**src/fbld_pkg.sv**
```systemverilog
// Shared constants, types and helpers of the FAT buffer LRU directory.
`default_nettype none
package fbld_pkg;

  localparam int CAPACITY     = 16;
  localparam int SECTOR_BYTES = 512;
  localparam int SECTOR_W     = 21;
  localparam int CLUSTER_W    = 28;
  localparam int COPY_W       = 2;
  localparam int CMD_W        = 2;
  localparam int LIMIT_W      = 5;
  localparam int CNT_W        = $clog2(CAPACITY + 1);
  localparam int SEC_SHIFT    = $clog2(SECTOR_BYTES) - 2;

  localparam logic [LIMIT_W-1:0] LIMIT_RESET = LIMIT_W'(CAPACITY);

  typedef logic [SECTOR_W-1:0]  sector_t;
  typedef logic [CLUSTER_W-1:0] cluster_t;
  typedef logic [COPY_W-1:0]    copy_t;
  typedef logic [CNT_W-1:0]     count_t;
  typedef logic [LIMIT_W-1:0]   limit_t;

  typedef enum logic [CMD_W-1:0] {
    CMD_FETCH  = 2'd0,
    CMD_UPDATE = 2'd1,
    CMD_FLUSH  = 2'd2
  } cmd_t;

  typedef enum logic [1:0] {
    OP_NOP,
    OP_LOOK,
    OP_TOUCH,
    OP_DROP
  } cell_op_t;

  typedef struct packed {
    cell_op_t op;
    logic     hit;
    logic     evict;
  } cell_ctl_t;

  typedef struct packed {
    logic    valid;
    logic    copy;
    sector_t sector;
    logic    dirty;
  } entry_t;

  typedef struct packed {
    logic    hit;
    logic    fill_needed;
    copy_t   fill_copy;
    sector_t fill_sector;
    logic    evict_valid;
    copy_t   evict_copy;
    sector_t evict_sector;
    logic    writeback;
    logic    last;
  } result_t;

  function automatic copy_t copy_code(input logic c);
    copy_code = COPY_W'(c) + COPY_W'(1);
  endfunction

endpackage
`default_nettype wire

```
**src/fbld_req_if.sv**
```systemverilog
// Request channel: command beat with key and cluster.
`default_nettype none
interface fbld_req_if;
  logic                 valid;
  logic                 ready;
  logic [1:0]           cmd;
  fbld_pkg::copy_t      fat_copy;
  fbld_pkg::sector_t    sector;
  fbld_pkg::cluster_t   cluster;

  modport source (output valid, output cmd, output fat_copy, output sector,
                  output cluster, input ready);
  modport sink   (input valid, input cmd, input fat_copy, input sector,
                  input cluster, output ready);
endinterface
`default_nettype wire

```
**src/fbld_rsp_if.sv**
```systemverilog
// Result channel: one beat per touched key or evicted entry.
`default_nettype none
interface fbld_rsp_if;
  logic              valid;
  logic              ready;
  logic              hit;
  logic              fill_needed;
  fbld_pkg::copy_t   fill_copy;
  fbld_pkg::sector_t fill_sector;
  logic              evict_valid;
  fbld_pkg::copy_t   evict_copy;
  fbld_pkg::sector_t evict_sector;
  logic              writeback;
  logic              last;

  modport source (output valid, output hit, output fill_needed, output fill_copy,
                  output fill_sector, output evict_valid, output evict_copy,
                  output evict_sector, output writeback, output last, input ready);
  modport sink   (input valid, input hit, input fill_needed, input fill_copy,
                  input fill_sector, input evict_valid, input evict_copy,
                  input evict_sector, input writeback, input last, output ready);
endinterface
`default_nettype wire

```
**src/fat_buffer_lru_directory.sv**
```systemverilog
// Top level: FAT sector buffer directory with LRU replacement.
// Usage:
//   req carries cmd, fat_copy, sector and cluster; a beat is taken when valid
//   and ready are both high. rsp returns one beat per touched key or evicted
//   entry; last marks the final beat of a command. cfg_we/cfg_wdata set the
//   entry limit; they must be written only while the block is idle, which the
//   block itself does not enforce.
// Sequence: a command is taken only in idle. fetch: one result, registered
//   in S_APPLY after the lookup compare in S_LOOK. update: two results, for
//   copy 0 and then copy 1. flush: one result per held entry, none when empty.
//   Each fetch or update step compares the key, then shifts the cell row.
// Reset: all entries empty, limit 16, no result pending.
// Stall: a result waits in the output register while rsp.ready is low; the
//   directory holds its state until the register drains, and req.ready stays
//   low until the command is done.
`default_nettype none
module fat_buffer_lru_directory (
  input  wire logic                  clk,
  input  wire logic                  rst,
  input  wire logic                  cfg_we,
  input  wire fbld_pkg::limit_t      cfg_wdata,
  fbld_req_if.sink                   req,
  fbld_rsp_if.source                 rsp
);

  typedef enum logic [1:0] {
    S_IDLE,
    S_LOOK,
    S_APPLY,
    S_FLUSH
  } state_t;

  state_t              state;
  fbld_pkg::limit_t    limit;
  fbld_pkg::count_t    count;
  logic                cur_copy;
  fbld_pkg::sector_t   cur_sector;
  logic                cur_mark;
  logic                cur_final;
  fbld_pkg::result_t   res;
  logic                res_valid;

  fbld_pkg::cell_ctl_t ctl;
  fbld_pkg::count_t    eff_limit;
  fbld_pkg::entry_t    victim;
  logic                hit;
  logic                evict;
  logic                out_free;
  logic                res_load;

  always_comb begin
    if (limit == '0) begin
      eff_limit = fbld_pkg::CNT_W'(1);
    end else if (limit > fbld_pkg::LIMIT_W'(fbld_pkg::CAPACITY)) begin
      eff_limit = fbld_pkg::CNT_W'(fbld_pkg::CAPACITY);
    end else begin
      eff_limit = fbld_pkg::CNT_W'(limit);
    end
  end

  assign evict    = count >= eff_limit;
  assign out_free = ~res_valid | rsp.ready;
  assign res_load = out_free &&
                    ((state == S_APPLY) || (state == S_FLUSH && count != '0));
  assign req.ready = (state == S_IDLE);

  always_comb begin
    ctl.hit   = hit;
    ctl.evict = evict;
    ctl.op    = fbld_pkg::OP_NOP;
    unique case (state)
      S_LOOK:  ctl.op = fbld_pkg::OP_LOOK;
      S_APPLY: ctl.op = out_free ? fbld_pkg::OP_TOUCH : fbld_pkg::OP_NOP;
      S_FLUSH: ctl.op = (out_free && count != '0) ? fbld_pkg::OP_DROP : fbld_pkg::OP_NOP;
      default: ctl.op = fbld_pkg::OP_NOP;
    endcase
  end

  fbld_chain u_chain (
    .clk        (clk),
    .rst        (rst),
    .ctl        (ctl),
    .key_copy   (cur_copy),
    .key_sector (cur_sector),
    .key_dirty  (cur_mark),
    .hit        (hit),
    .victim     (victim)
  );

  always_ff @(posedge clk) begin
    if (rst) begin
      state     <= S_IDLE;
      limit     <= fbld_pkg::LIMIT_RESET;
      count     <= '0;
      res_valid <= 1'b0;
    end else begin
      if (cfg_we) begin
        limit <= cfg_wdata;
      end
      if (res_load) begin
        res_valid <= 1'b1;
      end else if (rsp.ready) begin
        res_valid <= 1'b0;
      end
      unique case (state)
        S_IDLE: begin
          if (req.valid) begin
            case (req.cmd)
              fbld_pkg::CMD_FETCH: begin
                cur_copy   <= req.fat_copy[1];
                cur_sector <= req.sector;
                cur_mark   <= 1'b0;
                cur_final  <= 1'b1;
                state      <= S_LOOK;
              end
              fbld_pkg::CMD_UPDATE: begin
                cur_copy   <= 1'b0;
                cur_sector <= fbld_pkg::SECTOR_W'(req.cluster >> fbld_pkg::SEC_SHIFT);
                cur_mark   <= 1'b1;
                cur_final  <= 1'b0;
                state      <= S_LOOK;
              end
              fbld_pkg::CMD_FLUSH: begin
                state <= S_FLUSH;
              end
              default: begin
              end
            endcase
          end
        end
        S_LOOK: begin
          state <= S_APPLY;
        end
        S_APPLY: begin
          if (out_free) begin
            res.hit          <= hit;
            res.fill_needed  <= ~hit;
            res.fill_copy    <= fbld_pkg::copy_code(cur_copy);
            res.fill_sector  <= cur_sector;
            res.evict_valid  <= ~hit & evict;
            res.evict_copy   <= (~hit & evict) ? fbld_pkg::copy_code(victim.copy) : '0;
            res.evict_sector <= (~hit & evict) ? victim.sector : '0;
            res.writeback    <= ~hit & evict & victim.dirty;
            res.last         <= cur_final;
            if (!hit && !evict) begin
              count <= count + fbld_pkg::CNT_W'(1);
            end
            if (cur_final) begin
              state <= S_IDLE;
            end else begin
              cur_copy  <= 1'b1;
              cur_final <= 1'b1;
              state     <= S_LOOK;
            end
          end
        end
        S_FLUSH: begin
          if (count == '0) begin
            state <= S_IDLE;
          end else if (out_free) begin
            res.hit          <= 1'b0;
            res.fill_needed  <= 1'b0;
            res.fill_copy    <= '0;
            res.fill_sector  <= '0;
            res.evict_valid  <= 1'b1;
            res.evict_copy   <= fbld_pkg::copy_code(victim.copy);
            res.evict_sector <= victim.sector;
            res.writeback    <= victim.dirty;
            res.last         <= (count == fbld_pkg::CNT_W'(1));
            count            <= count - fbld_pkg::CNT_W'(1);
            if (count == fbld_pkg::CNT_W'(1)) begin
              state <= S_IDLE;
            end
          end
        end
        default: begin
          state <= S_IDLE;
        end
      endcase
    end
  end

  assign rsp.valid        = res_valid;
  assign rsp.hit          = res.hit;
  assign rsp.fill_needed  = res.fill_needed;
  assign rsp.fill_copy    = res.fill_copy;
  assign rsp.fill_sector  = res.fill_sector;
  assign rsp.evict_valid  = res.evict_valid;
  assign rsp.evict_copy   = res.evict_copy;
  assign rsp.evict_sector = res.evict_sector;
  assign rsp.writeback    = res.writeback;
  assign rsp.last         = res.last;

endmodule
`default_nettype wire

```
**src/fbld_cell.sv**
```systemverilog
// One directory cell: holds one entry and shifts it towards the LRU end.
`default_nettype none
module fbld_cell (
  input  wire logic                clk,
  input  wire logic                rst,
  input  wire fbld_pkg::cell_ctl_t ctl,
  input  wire logic                key_copy,
  input  wire fbld_pkg::sector_t   key_sector,
  input  wire fbld_pkg::entry_t    left,
  input  wire logic                right_valid,
  input  wire logic                stop_in,
  output fbld_pkg::entry_t         content,
  output logic                     stop_out,
  output logic                     match,
  output logic                     is_last
);

  logic valid;
  logic copy;
  fbld_pkg::sector_t sector;
  logic dirty;
  logic mark;
  logic load;

  assign is_last  = valid & ~right_valid;
  assign mark     = ctl.hit ? match : (ctl.evict & is_last);
  assign stop_out = stop_in | mark;
  assign load     = (ctl.op == fbld_pkg::OP_TOUCH) & ~stop_in;

  assign content.valid  = valid;
  assign content.copy   = copy;
  assign content.sector = sector;
  assign content.dirty  = dirty;

  always_ff @(posedge clk) begin
    if (rst) begin
      valid <= 1'b0;
      match <= 1'b0;
    end else begin
      unique case (ctl.op)
        fbld_pkg::OP_LOOK: begin
          match <= valid & (copy == key_copy) & (sector == key_sector);
        end
        fbld_pkg::OP_TOUCH: begin
          if (load) begin
            valid <= left.valid;
          end
          match <= 1'b0;
        end
        fbld_pkg::OP_DROP: begin
          if (is_last) begin
            valid <= 1'b0;
          end
        end
        default: begin
        end
      endcase
    end
  end

  always_ff @(posedge clk) begin
    if (load) begin
      copy   <= left.copy;
      sector <= left.sector;
      dirty  <= left.dirty;
    end
  end

endmodule
`default_nettype wire

```
**src/fbld_chain.sv**
```systemverilog
// Row of directory cells ordered from most recent to least recent.
`default_nettype none
module fbld_chain (
  input  wire logic                clk,
  input  wire logic                rst,
  input  wire fbld_pkg::cell_ctl_t ctl,
  input  wire logic                key_copy,
  input  wire fbld_pkg::sector_t   key_sector,
  input  wire logic                key_dirty,
  output logic                     hit,
  output fbld_pkg::entry_t         victim
);

  fbld_pkg::entry_t content [fbld_pkg::CAPACITY];
  fbld_pkg::entry_t left    [fbld_pkg::CAPACITY];
  logic [fbld_pkg::CAPACITY:0]   stop;
  logic [fbld_pkg::CAPACITY-1:0] match_vec;
  logic [fbld_pkg::CAPACITY-1:0] last_vec;
  logic [fbld_pkg::CAPACITY-1:0] valid_vec;
  logic [fbld_pkg::CAPACITY-1:0] right_valid;
  logic hit_dirty;

  assign stop[0] = 1'b0;

  always_comb begin
    left[0].valid  = 1'b1;
    left[0].copy   = key_copy;
    left[0].sector = key_sector;
    left[0].dirty  = key_dirty | hit_dirty;
    for (int i = 1; i < fbld_pkg::CAPACITY; i++) begin
      left[i] = content[i-1];
    end
    for (int i = 0; i < fbld_pkg::CAPACITY - 1; i++) begin
      right_valid[i] = content[i+1].valid;
    end
    right_valid[fbld_pkg::CAPACITY-1] = 1'b0;
  end

  for (genvar g = 0; g < fbld_pkg::CAPACITY; g++) begin : g_cell
    fbld_cell u_cell (
      .clk         (clk),
      .rst         (rst),
      .ctl         (ctl),
      .key_copy    (key_copy),
      .key_sector  (key_sector),
      .left        (left[g]),
      .right_valid (right_valid[g]),
      .stop_in     (stop[g]),
      .content     (content[g]),
      .stop_out    (stop[g+1]),
      .match       (match_vec[g]),
      .is_last     (last_vec[g])
    );
    assign valid_vec[g] = content[g].valid;
  end

  always_comb begin
    hit_dirty = 1'b0;
    victim    = '0;
    for (int i = 0; i < fbld_pkg::CAPACITY; i++) begin
      hit_dirty = hit_dirty | (match_vec[i] & content[i].dirty);
      if (last_vec[i]) begin
        victim = victim | content[i];
      end
    end
  end

  assign hit = |match_vec;

`ifndef SYNTHESIS
  a_key_unique: assert property (@(posedge clk) disable iff (rst)
    $onehot0(match_vec))
    else $error("more than one cell matches the key");
  a_one_tail: assert property (@(posedge clk) disable iff (rst)
    $onehot0(last_vec))
    else $error("more than one least recent cell");
  a_packed: assert property (@(posedge clk) disable iff (rst)
    (valid_vec & (valid_vec + fbld_pkg::CAPACITY'(1))) == '0)
    else $error("valid cells are not packed at the most recent end");
  a_match_valid: assert property (@(posedge clk) disable iff (rst)
    (ctl.op == fbld_pkg::OP_LOOK) |=> ((match_vec & ~valid_vec) == '0))
    else $error("match raised on an empty cell");
`endif

endmodule
`default_nettype wire
```
**src/flat_wrapper.sv**
```systemverilog
// flat-port wrapper written by rule: the top's interface ports become plain ports
module fat_buffer_lru_directory_flat 
  (clk, rst, cfg_we, cfg_wdata, req_valid, req_cmd, req_fat_copy, req_sector, req_cluster, req_ready, rsp_valid, rsp_hit, rsp_fill_needed, rsp_fill_copy, rsp_fill_sector, rsp_evict_valid, rsp_evict_copy, rsp_evict_sector, rsp_writeback, rsp_last, rsp_ready);
  fbld_req_if req_i ();
  fbld_rsp_if rsp_i ();
  input  wire logic clk;
  input  wire logic rst;
  input  wire logic cfg_we;
  input  wire fbld_pkg::limit_t cfg_wdata;
  input wire logic [$bits(req_i.valid)-1:0] req_valid;
  input wire logic [$bits(req_i.cmd)-1:0] req_cmd;
  input wire logic [$bits(req_i.fat_copy)-1:0] req_fat_copy;
  input wire logic [$bits(req_i.sector)-1:0] req_sector;
  input wire logic [$bits(req_i.cluster)-1:0] req_cluster;
  output wire logic [$bits(req_i.ready)-1:0] req_ready;
  output wire logic [$bits(rsp_i.valid)-1:0] rsp_valid;
  output wire logic [$bits(rsp_i.hit)-1:0] rsp_hit;
  output wire logic [$bits(rsp_i.fill_needed)-1:0] rsp_fill_needed;
  output wire logic [$bits(rsp_i.fill_copy)-1:0] rsp_fill_copy;
  output wire logic [$bits(rsp_i.fill_sector)-1:0] rsp_fill_sector;
  output wire logic [$bits(rsp_i.evict_valid)-1:0] rsp_evict_valid;
  output wire logic [$bits(rsp_i.evict_copy)-1:0] rsp_evict_copy;
  output wire logic [$bits(rsp_i.evict_sector)-1:0] rsp_evict_sector;
  output wire logic [$bits(rsp_i.writeback)-1:0] rsp_writeback;
  output wire logic [$bits(rsp_i.last)-1:0] rsp_last;
  input wire logic [$bits(rsp_i.ready)-1:0] rsp_ready;
  assign req_i.valid = req_valid;
  assign req_i.cmd = req_cmd;
  assign req_i.fat_copy = req_fat_copy;
  assign req_i.sector = req_sector;
  assign req_i.cluster = req_cluster;
  assign req_ready = req_i.ready;
  assign rsp_valid = rsp_i.valid;
  assign rsp_hit = rsp_i.hit;
  assign rsp_fill_needed = rsp_i.fill_needed;
  assign rsp_fill_copy = rsp_i.fill_copy;
  assign rsp_fill_sector = rsp_i.fill_sector;
  assign rsp_evict_valid = rsp_i.evict_valid;
  assign rsp_evict_copy = rsp_i.evict_copy;
  assign rsp_evict_sector = rsp_i.evict_sector;
  assign rsp_writeback = rsp_i.writeback;
  assign rsp_last = rsp_i.last;
  assign rsp_i.ready = rsp_ready;
  fat_buffer_lru_directory u_core (.clk(clk), .rst(rst), .cfg_we(cfg_we), .cfg_wdata(cfg_wdata), .req(req_i), .rsp(rsp_i));
endmodule
```
**config.mk**
```make
export PLATFORM = sky130hd
export DESIGN_NAME = fat_buffer_lru_directory_flat
export DESIGN_NICKNAME = d
export VERILOG_FILES = /design/src/fbld_pkg.sv /design/src/fbld_req_if.sv /design/src/fbld_rsp_if.sv /design/src/fat_buffer_lru_directory.sv /design/src/fbld_cell.sv /design/src/fbld_chain.sv /design/src/flat_wrapper.sv
export SDC_FILE = /design/constraint.sdc
export NUM_CORES = 1
export LEC_CHECK = 0
export ABC_AREA = 1
export BUFFER_PORTS_ARGS = -buffer_cell sky130_fd_sc_hd__buf_2
export CORE_UTILIZATION = 40
export CTS_CLUSTER_SIZE = 16
export DETAILED_ROUTE_END_ITERATION = 7
export PLACE_DENSITY_LB_ADDON = 0.2
export SYNTH_ARGS = -nofsm -noshare
export SYNTH_HDL_FRONTEND = slang
export SYNTH_SLANG_ARGS = --single-unit
```
**constraint.sdc**
```tcl
create_clock -name clk -period 6.4 [get_ports clk]
set_clock_uncertainty 0.05 [all_clocks]
set_input_delay 0.96 -clock clk [delete_from_list [all_inputs] [get_ports clk]]
set_output_delay 0.96 -clock clk [all_outputs]
set_load 0.005 [all_outputs]
```
# After elaboration in Yosys (flattened, before gate mapping)
# Cells that the tools add are included.
# totals
in_bits,63
ff_bits,488
elab_cells,530
out_inout_bits,53
rom_bits,0
memories,0
latchBits,0
mem_bits_rw,0
# op_classes
eq_ne,81
n_shift,0
div,0
mul,0
addsub,4
mux,130
bitwise,174
n_reduce_logical,42
order_cmp,2
# op_table
operator,n
23-bit two-way mux,16
23-bit bitwise OR,15
21-bit equality test,16
51-bit two-way mux,3
51-bit case mux with 2 select lines,1
1-bit bitwise AND,95
1-bit case mux with 2 select lines,37
"2-bit by 1-bit != test with 1-bit output, second input constant",32
1-bit two-way mux,53
21-bit case mux with 2 select lines,1
3-bit AND reduction,14
1-bit inverter,33
1-bit bitwise OR,31
5-bit two-way mux,6
21-bit two-way mux,1
5-bit AND reduction,4
1-bit equality test,16
2-bit two-way mux,8
16-bit OR reduction,1
2-bit nonzero test,6
"2-bit equality test, second input constant",5
5-bit zero test,2
5-bit case mux with 2 select lines,1
"2-bit != test, second input constant",4
22 further kinds,32

# Logic depth before layout (Yosys ltp)
# depth
word_depth,37
depth_mapped,22
mapped_depth_nobuf,22

# Modules after synthesis
# From an unflattened synthesis, not the netlist that was laid out.
# unflattened
hier_cells,3795
hier_area_um2,28297.1
# by_module_without_submodules
module,seq_area_each_um2,cells_each,area_each_um2,instances
fbld_cell,730.7,173,1341.3,16
fat_buffer_lru_directory,2512.4,389,3997.6,1
fbld_chain,0.0,638,2839.0,1

# Worst setup path before layout
# OpenSTA, ideal clock, no wires.
# synth_timing
kind,input -> register
from,input rsp_ready
to,register u_core.u_chain.g_cell[3].u_cell.valid
required_time_ns,6.241
n_path_buf,0
setup_slack_ns,1.209
cell_stages,15
setup_time_ns,0.109
arrival_ns,5.032
cell_sequence,nor2_1 -> inv_1 -> nand2_1 -> o21ai_0 -> inv_1 -> ha_1 -> inv_1 -> nor2_1 -> nand2_1 -> nor2_1 -> nor2_1 -> a21oi_1 -> o21ai_0 -> nand2_1 -> inv_1
# synth_between
elab_chain_cells,8
# synth_rtl
item,line_no,source
"start, declared",flat_wrapper.sv:26,input wire logic [$bits(rsp_i.ready)-1:0] rsp_ready;
1-bit bitwise OR (*),fat_buffer_lru_directory.sv:62,assign out_free = ~res_valid | rsp.ready;
1-bit logical AND,fat_buffer_lru_directory.sv:74,S_FLUSH: ctl.op = (out_free && count != '0) ? fbld_pkg::OP_DROP : fbld_pkg::OP_NOP;
2-bit two-way mux,fat_buffer_lru_directory.sv:74,
2-bit case mux with 3 select lines (*),fat_buffer_lru_directory.sv:71,unique case (state)
2-bit equality test (*),fbld_cell.sv:28,assign load = (ctl.op == fbld_pkg::OP_TOUCH) & ~stop_in;
1-bit bitwise AND (*),fbld_cell.sv:28,
net u_core.u_chain.g_cell[3].u_cell.load,fbld_cell.sv:23,logic load;
2-bit by 1-bit != test with 1-bit output (no source line) (*),--,
3-bit AND reduction (no source line) (*),--,
"end signal, assigned",fbld_cell.sv:46,valid <= left.valid;
"end, declared",fbld_cell.sv:18,logic valid;
# Mark *: on every way through the listed nets, which the timed path passes. The rest lies on a longest branch.
# A chain may end at the register's enable or synchronous reset.

# Worst setup path in the final report
# layout_timing
from,register u_core.limit[0]
to,"register u_core.u_chain.g_cell[12].u_cell.sector[12], enable pin"
# layout_between
elab_chain_cells,19
# layout_rtl
item,line_no,source
"start, declared",fat_buffer_lru_directory.sv:34,fbld_pkg::limit_t limit;
"start signal, assigned",fat_buffer_lru_directory.sv:93,limit <= fbld_pkg::LIMIT_RESET;
"start signal, assigned",fat_buffer_lru_directory.sv:98,limit <= cfg_wdata;
5-bit > comparator,fat_buffer_lru_directory.sv:54,end else if (limit > fbld_pkg::LIMIT_W'(fbld_pkg::CAPACITY)) begin
5-bit two-way mux,fat_buffer_lru_directory.sv:54,
5-bit two-way mux (*),fat_buffer_lru_directory.sv:52,if (limit == '0) begin
5-bit >= comparator (*),fat_buffer_lru_directory.sv:61,assign evict = count >= eff_limit;
1-bit bitwise AND,fbld_cell.sv:26,assign mark = ctl.hit ? match : (ctl.evict & is_last);
1-bit two-way mux,fbld_cell.sv:26,
1-bit bitwise OR (10 in series),fbld_cell.sv:27,assign stop_out = stop_in | mark;
1-bit bitwise OR (*),fbld_cell.sv:27,
1-bit inverter (*),fbld_cell.sv:28,
1-bit bitwise AND (*),fbld_cell.sv:28,
net u_core.u_chain.g_cell[12].u_cell.load,fbld_cell.sv:23,
"end signal, assigned",fbld_cell.sv:64,sector <= left.sector;
"end, declared",fbld_cell.sv:20,fbld_pkg::sector_t sector;
# Marks and branches as above.

==> summary.txt <==
status - finished clean
DR top layer - met4
clock group share of total power - 0.266
I/O pins - 116
worst path cell trace - or4_1 > nand2_1 > nand2_1 > ha_1 > nand2_1 > inv_1 > nand2_1 > nand3_2 > nand3_1 > nand2_1 > nor2_2 > nand3_4 > nor2_4 > nand4_1 > inv_1 > buf_4
CP bufs+invs - 3
Worst R2R Setup Slack - 2.14 ns
wire length on met3 - 6836 µm
measured slew at the worst slew-check pin - 1.392 ns
row cnt - 87
Flop pwr share - 0.505
slowest CP cell - or4_1
CTS H-Tree Depth - 2
max-slew violations - 0
register area share after synthesis - 0.6177
filler cell count - 5215
post-layout net count - 2215
Synth top cells by count - edfxtp_1 (443), nand2_1 (374), xnor2_1 (207), inv_1 (136), nor2_1 (105)
switching portion of total power - 0.3431
startpoint types - flop
number of synthesized register bits - 488
Tot GR Track Use - 0.2430
pin count of the biggest net entering global routing - 36
port buffer count - 107
Comb power frac - 0.228
slew margin rel. - 0.06336
Initial DRC Count - 1841
Sink Count - 488
R2R depth - 16
Cell variety after synth - 47
Setup TNS Final - 0 ns
area leader, netlist - edfxtp_1
post-DR wirelength/cell - 24.46 µm
Die Y - 241.8 µm
reg2reg start - u_core.limit[0]
PwrDens - 431.5 nW/µm²
worst skew pair latency - 0.61 ns
routed vias - 16420
core area - 56600 µm²
DR WL met2 - 32840 µm
final wirelength - 71930 µm
DIE WIDTH - 241.8 µm
Hold Crit Start - u_core.u_chain.g_cell[1].u_cell.sector[7]
crit path kind - flop to flop
Switching Power - 3.884 mW
vias in the first global route - 15860
non-filler instance count after layout - 2941
CTS tree - done
syn nets - 2093
Post-Syn Instances - 2019
Vias per Instance - 5.581
worst-path maximum fanout - 15
Worst Path Required - 6.64 ns
Mapped Area - 23000 µm²
Initial Util - 0.4063
final hold viol count - 0
CP Capture Type - flop
Root Buffer - clkbuf_16
final setup vio count - 0
ANT nets after route - 0
M1 WL - 30150 µm
Area growth, synth to finish - 14.08%
Hold Path Depth - 0
FFs w/ async S/R, synth - 0
design internal power - 7.436 mW
Initial DRT Pass Iterations - 5
most used cell, CP - nand2_1
Yosys top cell area share - 0.5785
CTS resizes - 0
layout cells sized above 1 - 0.1359
hold path endpoint - u_core.u_chain.g_cell[2].u_cell.sector[7]
global-route wire length before repair - 104400 µm
Placed Cells - 2842
CTS hold repair buffers - 0
synth top area cells - edfxtp_1 (58%), xnor2_1 (7.9%), nand2_1 (6.1%)
synthesized area per cell - 11.39 µm²
LEAKAGE - 9.222 nW
Stages on worst setup path - 16
FF-to-FF End - u_core.u_chain.g_cell[12].u_cell.sector[12]
largest delay contributor family on the critical path - simple AND/OR/NAND/NOR gates
clk slew on worst S/H paths - 0.06 ns
setup repair after global routing missed its margin - false
Ys Warns - 0
Hold Crit Class - flop to flop
Post-synth EDFFs - 443
Die ar. - 58450 µm²
MaxCap Viol Count - 0
Critical Path AT - 4.50 ns
Tmin final - 4.260 ns
Top FF cell, synth - edfxtp_1
crit share post-route - 0.6656
initial antenna violation count - 1
CTS Buf Count - 53
Remaining DRCs - 0
routability cong. - 0.9344
ANT cells - 0
CTS max path bufs - 3
CP max stage delay - 0.53 ns
grt ovf - 0
postcts setup bufs - 0
Fmax - 0.2347 GHz
DP HPWL - 50340 µm
most frequent cell after synthesis - edfxtp_1
Max VDD drop - 0.2576 mV
==> cell type report <==
cell class                 instances  area (µm²)  area share
timing repair buffer             160       933.4     0.03558
tap                              756       945.9     0.03606
sequential                       488       14200      0.5415
clock buffer                      68        1425     0.05432
multi-input combinational       1291        7920      0.3019
inverter                         147       554.3     0.02113
clock inverter                    31       250.2    0.009539
==> power groups by stage <==
stage | logic, mW | clock network (mW) | registers [mW]
after global routing | 2.78 | 3.17 | 5.81
after floorplan | 1.61 | 0 | 5.46
after detailed placement | 2.58 | 0 | 5.74
final | 2.58 | 3.02 | 5.72
after global placement | 2.55 | 0 | 5.71
after CTS | 2.59 | 3.06 | 5.69
==> logic make-up (layout without fill, tap and decap cells) <==
logic type               after synthesis  after routing  share of synthesized area
AND/OR/NAND/NOR                      718            718                     0.1408
flip-flops                           488            488                     0.6177
adder cells (fa/ha/maj)               11             11                   0.005985
XOR/XNOR                             304            304                     0.1158
AO/OA/AOI/OAI                        258            258                    0.07944
buffers and inverters                240            406                    0.04037
==> worst max-delay path by stage <==
stage,end,slack (ns),start
detailed placement,u_core.u_chain.g_cell[15].u_cell.sector[13],2.07,rsp_ready
global placement,u_core.u_chain.g_cell[15].u_cell.sector[13],2.13,rsp_ready
global route,u_core.u_chain.g_cell[11].u_cell.sector[1],1.86,u_core.limit[0]
finish,u_core.u_chain.g_cell[12].u_cell.sector[12],2.14,u_core.limit[0]
floorplan,u_core.u_chain.g_cell[3].u_cell.valid,1.21,rsp_ready
CTS,u_core.u_chain.g_cell[11].u_cell.sector[1],2.19,u_core.limit[0]
==> layer usage <==
metal,GRT usage,vias to the layer above
met3,0.05871,121
met5,0,-
met2,0.3840,752
li1,-,7414
met1,0.3297,8128
met4,0.07502,0
==> cell usage in the layout, fill, tap and decap left out, types with 8 or more instances in the layout <==
cell type / netlist / routed
nor2_1: 105 / 89
o21ai_0: 49 / 49
a22o_1: 35 / 35
nand3_1: 74 / 74
buf_2: 20 / 107
nor3_1: 13 / 12
clkinv_1: 3 / 20
dfxtp_1: 45 / 44
ha_1: 11 / 11
inv_1: 136 / 135
edfxtp_1: 443 / 443
xor2_1: 97 / 97
or2_2: 16 / 16
nor2_2: 8 / 23
clkbuf_1: 65 / 13
a41oi_1: 17 / 17
a21oi_1: 53 / 53
buf_4: 0 / 53
o22ai_1: 8 / 8
nand4_1: 64 / 64
nand2_1: 374 / 374
a221oi_1: 70 / 70
xnor2_1: 207 / 207
nor4_1: 43 / 43
clkbuf_16: 0 / 55
==> per-stage QoR <==
| step | area [µm²] | total power, mW | hold WS (ns) | util | worst slack, ns |
|---|---|---|---|---|---|
| floorplan | 23000 | 7.069 | 0.3706 | - | 1.209 |
| global placement | 24560 | 8.254 | 0.4075 | 0.4339 | 2.134 |
| detailed placement | 24560 | 8.321 | 0.4087 | 0.4339 | 2.066 |
| CTS | 26230 | 11.34 | 0.4235 | 0.4635 | 2.193 |
| global route | 26230 | 11.77 | 0.4378 | 0.4635 | 1.856 |
| finish | 26230 | 11.32 | 0.4252 | 0.4635 | 2.140 |
==> flip-flops by register name (all words and copies together) (netlist names), 2 cells and up <==
name,count
u_core.u_chain.g_cell.u_cell.sector,336
u_core.cur_sector,21
u_core.rsp.evict_sector,21
u_core.rsp.fill_sector,21
u_core.u_chain.g_cell.u_cell.copy,16
u_core.u_chain.g_cell.u_cell.dirty,16
u_core.u_chain.g_cell.u_cell.match,16
u_core.u_chain.g_cell.u_cell.valid,16
u_core.count,5
u_core.limit,5
u_core.rsp.evict_copy,2
u_core.rsp.fill_copy,2
u_core.state,2
No activity file was read; power rests on OpenSTA's default activity.
